`src/sv/stcodec_pkg.sv`:
```
// package: shared types and constants of the six-bit text codec
`default_nettype none

package stcodec_pkg;

   // configuration port
   localparam int CSR_ADDR_W = 2;
   localparam int CSR_DATA_W = 32;
   localparam logic [CSR_ADDR_W-1:0] CSR_ADDR_DIRECTION = 2'd0;

   // direction register values
   localparam logic DIR_ENCODE = 1'b0;
   localparam logic DIR_DECODE = 1'b1;

   // character set: six-bit value plus a fixed offset
   localparam logic [7:0] CHAR_BASE  = 8'h3c;
   localparam logic [7:0] CHAR_LIMIT = 8'h80;

   // bit positions within a message
   localparam logic [1:0] PHASE_0 = 2'd0;
   localparam logic [1:0] PHASE_1 = 2'd1;
   localparam logic [1:0] PHASE_2 = 2'd2;
   localparam logic [1:0] PHASE_3 = 2'd3;

   // one result of the codec
   typedef struct packed {
      logic [7:0] out_byte;
      logic       has_data;
      logic       end_of_message;
      logic       bad_char;
   } result_type;

   localparam result_type RESULT_NONE = '{out_byte: 8'h00, has_data: 1'b0,
                                          end_of_message: 1'b0, bad_char: 1'b0};

endpackage

`default_nettype wire

```
`src/sv/six_bit_text_codec.sv`:
```
// top level: streaming codec between bytes and six-bit printable characters
`default_nettype none

// Encodes bytes into characters (six-bit value plus 0x3c) or decodes such characters back
// into bytes, as the direction register selects. A transaction enters an input register,
// one pass of logic turns it into zero, one or two results, and those go into a two-slot
// result register that drains one result per cycle while rsp_stall is low. A new
// transaction is taken every cycle as long as each yields at most one result and the
// result channel does not stall; a transaction that yields two results (every third
// byte when encoding, or a last byte with leftover bits) holds the result register until
// both have drained. Transactions that yield nothing (first character of a decode group,
// characters after an error) pass without touching the result register. Write direction
// only while idle; a write abandons any message in progress.
module six_bit_text_codec (
   input  wire logic                                 clock,
   input  wire logic                                 reset,
   // input channel
   input  wire logic                                 req_valid,
   output      logic                                 req_stall,
   input  wire logic [7:0]                           req_in_byte,
   input  wire logic                                 req_is_last,
   // result channel
   output      logic                                 rsp_valid,
   input  wire logic                                 rsp_stall,
   output      logic [7:0]                           rsp_out_byte,
   output      logic                                 rsp_has_data,
   output      logic                                 rsp_end_of_message,
   output      logic                                 rsp_bad_char,
   // configuration port
   input  wire logic                                 csr_psel,
   input  wire logic                                 csr_penable,
   input  wire logic                                 csr_pwrite,
   input  wire logic [stcodec_pkg::CSR_ADDR_W-1:0]   csr_paddr,
   input  wire logic [stcodec_pkg::CSR_DATA_W-1:0]   csr_pwdata,
   output      logic [stcodec_pkg::CSR_DATA_W-1:0]   csr_prdata,
   output      logic                                 csr_pready
);

   // registers
   logic                     direction_ff, direction_in;
   logic [1:0]               phase_ff, phase_in;
   logic [7:0]               carry_ff, carry_in;
   logic                     error_ff, error_in;
   logic                     in_valid_ff, in_valid_in;
   logic [7:0]               in_byte_ff;
   logic                     in_last_ff;
   logic [1:0]               grp_cnt_ff, grp_cnt_in;
   logic                     grp_idx_ff, grp_idx_in;
   stcodec_pkg::result_type  slot0_ff, slot1_ff;

   // combinational results of the single pass
   stcodec_pkg::result_type  slot0_n, slot1_n;
   logic [1:0]               cnt_n;
   logic [1:0]               phase_n;
   logic [7:0]               carry_n;
   logic                     error_n;

   logic cfg_write;
   logic req_fire;
   logic rsp_fire;
   logic last_slot;
   logic grp_free;
   logic proc;

   // configuration port
   assign csr_pready = 1'b1;
   assign cfg_write  = csr_psel && csr_penable && csr_pwrite && csr_pready
                       && (csr_paddr == stcodec_pkg::CSR_ADDR_DIRECTION);

   always_comb begin
      csr_prdata = '0;
      if (csr_paddr == stcodec_pkg::CSR_ADDR_DIRECTION) begin
         csr_prdata[0] = direction_ff;
      end
   end

   // handshakes
   assign rsp_valid = (grp_cnt_ff != 2'd0);
   assign rsp_fire  = rsp_valid && !rsp_stall;
   assign last_slot = (grp_cnt_ff != 2'd2) || grp_idx_ff;
   assign grp_free  = (grp_cnt_ff == 2'd0) || (rsp_fire && last_slot);
   assign proc      = in_valid_ff && ((cnt_n == 2'd0) || grp_free);
   assign req_stall = in_valid_ff && !proc;
   assign req_fire  = req_valid && !req_stall;

   // encode or decode the held transaction
   always_comb begin
      logic [1:0] p_enc;
      logic [7:0] made;
      logic [5:0] rest;
      logic [7:0] ch_full;
      logic [5:0] ch;
      logic       bad;

      p_enc   = (phase_ff == stcodec_pkg::PHASE_3) ? stcodec_pkg::PHASE_0 : phase_ff;
      made    = carry_ff;
      rest    = 6'd0;
      ch_full = in_byte_ff - stcodec_pkg::CHAR_BASE;
      ch      = ch_full[5:0];
      bad     = (in_byte_ff < stcodec_pkg::CHAR_BASE) || (in_byte_ff >= stcodec_pkg::CHAR_LIMIT);

      slot0_n = stcodec_pkg::RESULT_NONE;
      slot1_n = stcodec_pkg::RESULT_NONE;
      cnt_n   = 2'd0;
      phase_n = phase_ff;
      carry_n = carry_ff;
      error_n = error_ff;

      if (direction_ff == stcodec_pkg::DIR_ENCODE) begin
         // split the byte at the current bit position
         case (p_enc)
            stcodec_pkg::PHASE_0: begin
               made = carry_ff | {2'b00, in_byte_ff[7:2]};
               rest = {in_byte_ff[1:0], 4'b0000};
            end
            stcodec_pkg::PHASE_1: begin
               made = carry_ff | {4'b0000, in_byte_ff[7:4]};
               rest = {in_byte_ff[3:0], 2'b00};
            end
            default: begin
               made = carry_ff | {6'b000000, in_byte_ff[7:6]};
               rest = in_byte_ff[5:0];
            end
         endcase
         slot0_n.out_byte = {2'b00, made[5:0]} + stcodec_pkg::CHAR_BASE;
         slot0_n.has_data = 1'b1;
         slot1_n.out_byte = {2'b00, rest} + stcodec_pkg::CHAR_BASE;
         slot1_n.has_data = 1'b1;
         // third byte, or leftover flush at message end
         if ((p_enc == stcodec_pkg::PHASE_2) || in_last_ff) begin
            cnt_n = 2'd2;
         end else begin
            cnt_n = 2'd1;
         end
         if (p_enc == stcodec_pkg::PHASE_2) begin
            phase_n = stcodec_pkg::PHASE_0;
            carry_n = 8'h00;
         end else begin
            phase_n = p_enc + 2'd1;
            carry_n = {2'b00, rest};
         end
      end else if (!error_ff) begin
         if (bad) begin
            // error result, rest of the message is suppressed
            error_n          = 1'b1;
            slot0_n.bad_char = 1'b1;
            cnt_n            = 2'd1;
         end else begin
            // gather six bits per character into bytes
            slot0_n.has_data = 1'b1;
            case (phase_ff)
               stcodec_pkg::PHASE_0: begin
                  carry_n = {ch, 2'b00};
                  phase_n = stcodec_pkg::PHASE_1;
               end
               stcodec_pkg::PHASE_1: begin
                  slot0_n.out_byte = carry_ff | {6'b000000, ch[5:4]};
                  cnt_n            = 2'd1;
                  carry_n          = {ch[3:0], 4'b0000};
                  phase_n          = stcodec_pkg::PHASE_2;
               end
               stcodec_pkg::PHASE_2: begin
                  slot0_n.out_byte = carry_ff | {4'b0000, ch[5:2]};
                  cnt_n            = 2'd1;
                  carry_n          = {ch[1:0], 6'b000000};
                  phase_n          = stcodec_pkg::PHASE_3;
               end
               default: begin
                  slot0_n.out_byte = carry_ff | {2'b00, ch};
                  cnt_n            = 2'd1;
                  carry_n          = 8'h00;
                  phase_n          = stcodec_pkg::PHASE_0;
               end
            endcase
         end
      end

      // message end: mark the final result, add a bare marker if none
      if (in_last_ff) begin
         if (cnt_n == 2'd0) begin
            slot0_n          = stcodec_pkg::RESULT_NONE;
            slot0_n.bad_char = error_n;
            cnt_n            = 2'd1;
         end
         if (cnt_n == 2'd2) begin
            slot1_n.end_of_message = 1'b1;
         end else begin
            slot0_n.end_of_message = 1'b1;
         end
         phase_n = stcodec_pkg::PHASE_0;
         carry_n = 8'h00;
         error_n = 1'b0;
      end
   end

   // next values of message state and direction
   always_comb begin
      direction_in = direction_ff;
      phase_in     = phase_ff;
      carry_in     = carry_ff;
      error_in     = error_ff;
      if (cfg_write) begin
         direction_in = csr_pwdata[0];
         phase_in     = stcodec_pkg::PHASE_0;
         carry_in     = 8'h00;
         error_in     = 1'b0;
      end else if (proc) begin
         phase_in = phase_n;
         carry_in = carry_n;
         error_in = error_n;
      end
   end

   // next values of input register and result group control
   always_comb begin
      in_valid_in = in_valid_ff;
      if (req_fire) begin
         in_valid_in = 1'b1;
      end else if (proc) begin
         in_valid_in = 1'b0;
      end

      grp_cnt_in = grp_cnt_ff;
      grp_idx_in = grp_idx_ff;
      if (proc && (cnt_n != 2'd0)) begin
         grp_cnt_in = cnt_n;
         grp_idx_in = 1'b0;
      end else if (rsp_fire) begin
         if (last_slot) begin
            grp_cnt_in = 2'd0;
            grp_idx_in = 1'b0;
         end else begin
            grp_idx_in = 1'b1;
         end
      end
   end

   // control registers
   always_ff @(posedge clock) begin
      if (reset) begin
         direction_ff <= stcodec_pkg::DIR_ENCODE;
         phase_ff     <= stcodec_pkg::PHASE_0;
         carry_ff     <= 8'h00;
         error_ff     <= 1'b0;
         in_valid_ff  <= 1'b0;
         grp_cnt_ff   <= 2'd0;
         grp_idx_ff   <= 1'b0;
      end else begin
         direction_ff <= direction_in;
         phase_ff     <= phase_in;
         carry_ff     <= carry_in;
         error_ff     <= error_in;
         in_valid_ff  <= in_valid_in;
         grp_cnt_ff   <= grp_cnt_in;
         grp_idx_ff   <= grp_idx_in;
      end
   end

   // payload registers
   always_ff @(posedge clock) begin
      if (req_fire) begin
         in_byte_ff <= req_in_byte;
         in_last_ff <= req_is_last;
      end
      if (proc && (cnt_n != 2'd0)) begin
         slot0_ff <= slot0_n;
         slot1_ff <= slot1_n;
      end
   end

   // result output
   always_comb begin
      stcodec_pkg::result_type cur;
      cur                = grp_idx_ff ? slot1_ff : slot0_ff;
      rsp_out_byte       = cur.out_byte;
      rsp_has_data       = cur.has_data;
      rsp_end_of_message = cur.end_of_message;
      rsp_bad_char       = cur.bad_char;
   end

endmodule

`default_nettype wire

```
`config.mk`:
```
export PLATFORM = sky130hd
export DESIGN_NAME = six_bit_text_codec
export DESIGN_NICKNAME = d
export VERILOG_FILES = /design/src/sv/stcodec_pkg.sv /design/src/sv/six_bit_text_codec.sv
export SDC_FILE = /design/constraint.sdc
export NUM_CORES = 1
export LEC_CHECK = 0
export BUFFER_PORTS_ARGS = -buffer_cell sky130_fd_sc_hd__buf_2
export CORE_MARGIN = 10
export CORE_UTILIZATION = 25
export CTS_CLUSTER_SIZE = 20
export DETAILED_ROUTE_END_ITERATION = 8
export PLACE_DENSITY = 0.45
export SYNTH_ARGS = -nofsm -noshare
export SYNTH_HDL_FRONTEND = slang
export SYNTH_SLANG_ARGS = --single-unit
```
`constraint.sdc`:
```
create_clock -name clock -period 2.55 [get_ports clock]
set_clock_uncertainty 0.15 [all_clocks]
set_input_delay 0.255 -clock clock [delete_from_list [all_inputs] [get_ports clock]]
set_output_delay 0.255 -clock clock [all_outputs]
set_load 0.05 [all_outputs]
```
==> flow_summary.json <==
{
  "finalWirelength_um": 7740,
  "power_density_mw_per_mm2": 545,
  "ys_seq_area_frac": 0.416,
  "first_iter_violations": 93,
  "met2WireLength_um": 3740,
  "met3_wirelength_um": 384,
  "synth-seq-cells": 45,
  "drt-met1-wl_um": 3540,
  "worst-path-max-fanout": 5,
  "yosysWarnings": 0,
  "place_ws_ns": -0.00546,
  "cts.sinks": 45,
  "synth_area_mm2": 0.00286,
  "viasPerCell": 4.55,
  "layout_common_cells": "conb_1 (32), buf_2 (31), edfxtp_1 (29)",
  "ys.flop_type": "edfxtp_1",
  "grt_max_degree": 25,
  "hp-class": "in2reg",
  "synth_edf_count": 29,
  "io_buffers": 32,
  "max_cap_violations": 0,
  "fill_cells": 1204,
  "start_util": 0.253,
  "setup-violations-final": 0,
  "finalMaxSlewViolations": 0,
  "synthCells": 303,
  "final_cells": 510,
  "dieWidth_um": 127,
  "worst_pin_slew_ns": 0.524,
  "wl_per_cell_um": 15.2,
  "diodes": 0,
  "cp-end-kind": "flop",
  "die_area_mm2": 0.0161,
  "grtUsageTotal": 0.0945,
  "layout-drive-gt1-share": 0.278,
  "fin_ws_ns": 0.0819,
  "ir_worst_vdd_mv": 0.258,
  "hold_viol_final": 0,
  "required_ns": 2.53,
  "place_inst": 494,
  "final_nets": 426,
  "grt_pass1_vias": 2392,
  "p_leak_uw": 0.00140,
  "cts-buffers-inserted": 5,
  "fmax_mhz": 405,
  "mostFrequentLayoutCell": "conb_1",
  "core_area_mm2": 0.0113,
  "drc": 0,
  "netlist-cell-type-count": 56,
  "fin_crit_ns": 2.47,
  "fin_crit_sh": 0.968,
  "cts_tree": "built",
  "status": "completed",
  "clockBufferDepth": 2,
  "antenna_found_initial": 0,
  "arrival_ns": 2.45,
  "vias": 2321,
  "slew_headroom": 0.642,
  "top_layer": "met4",
  "drtPass1Iterations": 6,
  "insertion_delay_ns": 0.28,
  "ioPinCount": 96,
  "grt_pass1_wl_um": 12500,
  "die_h_um": 127,
  "hpwl_um": 5940,
  "num_rows": 39,
  "cts_max_level": 2,
  "async_flop_share": 0,
  "antenna_left": 0,
  "syn_to_final_growth_pct": 25.2,
  "worstSetupPathType": "reg2reg",
  "cts-root-buf": "clkbuf_16",
  "syn_area_per_cell_um2": 9.45,
  "post_cts_buffers": 0,
  "grt.overflow.total": 0,
  "place_congestion": 0.823,
  "path_clk_slew_ns": 0.06,
  "critPathLaunchType": "flop"
}
==> kinds of logic (layout without fill, tap and decap cells) <==
| kind of cell | Yosys count | in the layout | share of synthesized area |
|---|---|---|---|
| flops | 45 | 45 | 0.416 |
| buf+inv | 58 | 92 | 0.118 |
| simple gates | 93 | 93 | 0.171 |
| mux | 12 | 12 | 0.0459 |
| fa+ha+maj | 10 | 10 | 0.0437 |
| other cells | 2 | 32 | 0.00262 |
| xor+xnor | 4 | 4 | 0.0122 |
| compound gates | 79 | 79 | 0.190 |
==> critical path, cell delays in order, from the launching register on <==
cell       delay [ns]
dfxtp_2          0.32
buf_4            0.15
ha_2             0.18
or3b_4           0.40
and2_4           0.17
buf_4            0.13
a2111oi_4        0.25
or4b_1           0.46
o211ai_1         0.10
==> cell usage after synthesis (all sizes together) (5+ instances only) <==
cell type | instances | area, um^2
edfxtp | 29 | 871
clkbuf | 8 | 30.0
mux2 | 9 | 101
nand2 | 22 | 82.6
buf | 34 | 249
nor2b | 9 | 56.3
inv | 14 | 52.6
a31oi | 7 | 43.8
and3 | 5 | 31.3
nor3 | 9 | 56.3
dfxtp | 16 | 320
a21oi | 24 | 120
nor2 | 20 | 75.1
nand2b | 5 | 31.3
o21ai | 14 | 70.1
ha | 10 | 125
==> per-stage QoR <==
stage | cell area (um^2) | utilization | TNS [ns] | power, uW | hold slack [ns]
global route | 3580 | 0.317 | -0.00302 | 2050 | 0.000424
finish | 3580 | 0.317 | 0 | 1950 | 0.00826
floorplan | 2990 | - | 0 | 1210 | 0.174
detailed placement | 3290 | 0.290 | -0.00546 | 1300 | 0.284
CTS | 3530 | 0.312 | 0 | 1970 | 0.00414
global placement | 3290 | 0.290 | 0 | 1290 | 0.284
==> metal layers <==
| layer | vias up | track usage |
|---|---|---|
| li1 | 1157 | - |
| met1 | 1099 | 0.120 |
| met2 | 57 | 0.157 |
| met3 | 8 | 0.0232 |
| met4 | 0 | 0.0234 |
| met5 | - | 0 |
==> sequential cells by signal, indices dropped and copies added (netlist names) <==
| register | cells |
|---|---|
| slot0_ff | 11 |
| slot1_ff | 9 |
| carry_ff | 8 |
| in_byte_ff | 8 |
| grp_cnt_ff | 2 |
| phase_ff | 2 |
| direction_ff | 1 |
| error_ff | 1 |
| grp_idx_ff | 1 |
| in_last_ff | 1 |
| in_valid_ff | 1 |
==> layout make-up <==
type                    count  area [um^2]  area share
repair buffers             68          478       0.133
flip-flops and latches     45         1190       0.333
clock inverters             2         8.76     0.00244
inverters                  16         63.8      0.0178
multi-input cells         230         1520       0.425
well taps                 143          179      0.0499
clock buffers               6          139      0.0387
==> path summary, 6_finish.rpt <==
path	start	endpoint	slack, ns	cells after the start
setup / recovery	phase_ff[0]	slot0_ff[8]	0.08	8
hold / removal	req_in_byte[0]	in_byte_ff[0]	0.008	1
setup reg to reg	phase_ff[0]	slot0_ff[8]	0.08	8
hold reg to reg	carry_ff[6]	carry_ff[6]	0.30	2
==> where the power goes <==
group          internal (uW)  switching, uW
sequential               818           20.1
clock                    385            264
combinational            148            318
total                   1350            602
==> what timing repair did <==
action,4_1_cts,5_1_grt
pin swaps,0,3
resized for setup,3,15
endpoints found under the setup margin,2,4
hold buffers,8,0
endpoints found under the hold margin,8,0
No activity file was read; power rests on OpenSTA's default activity.
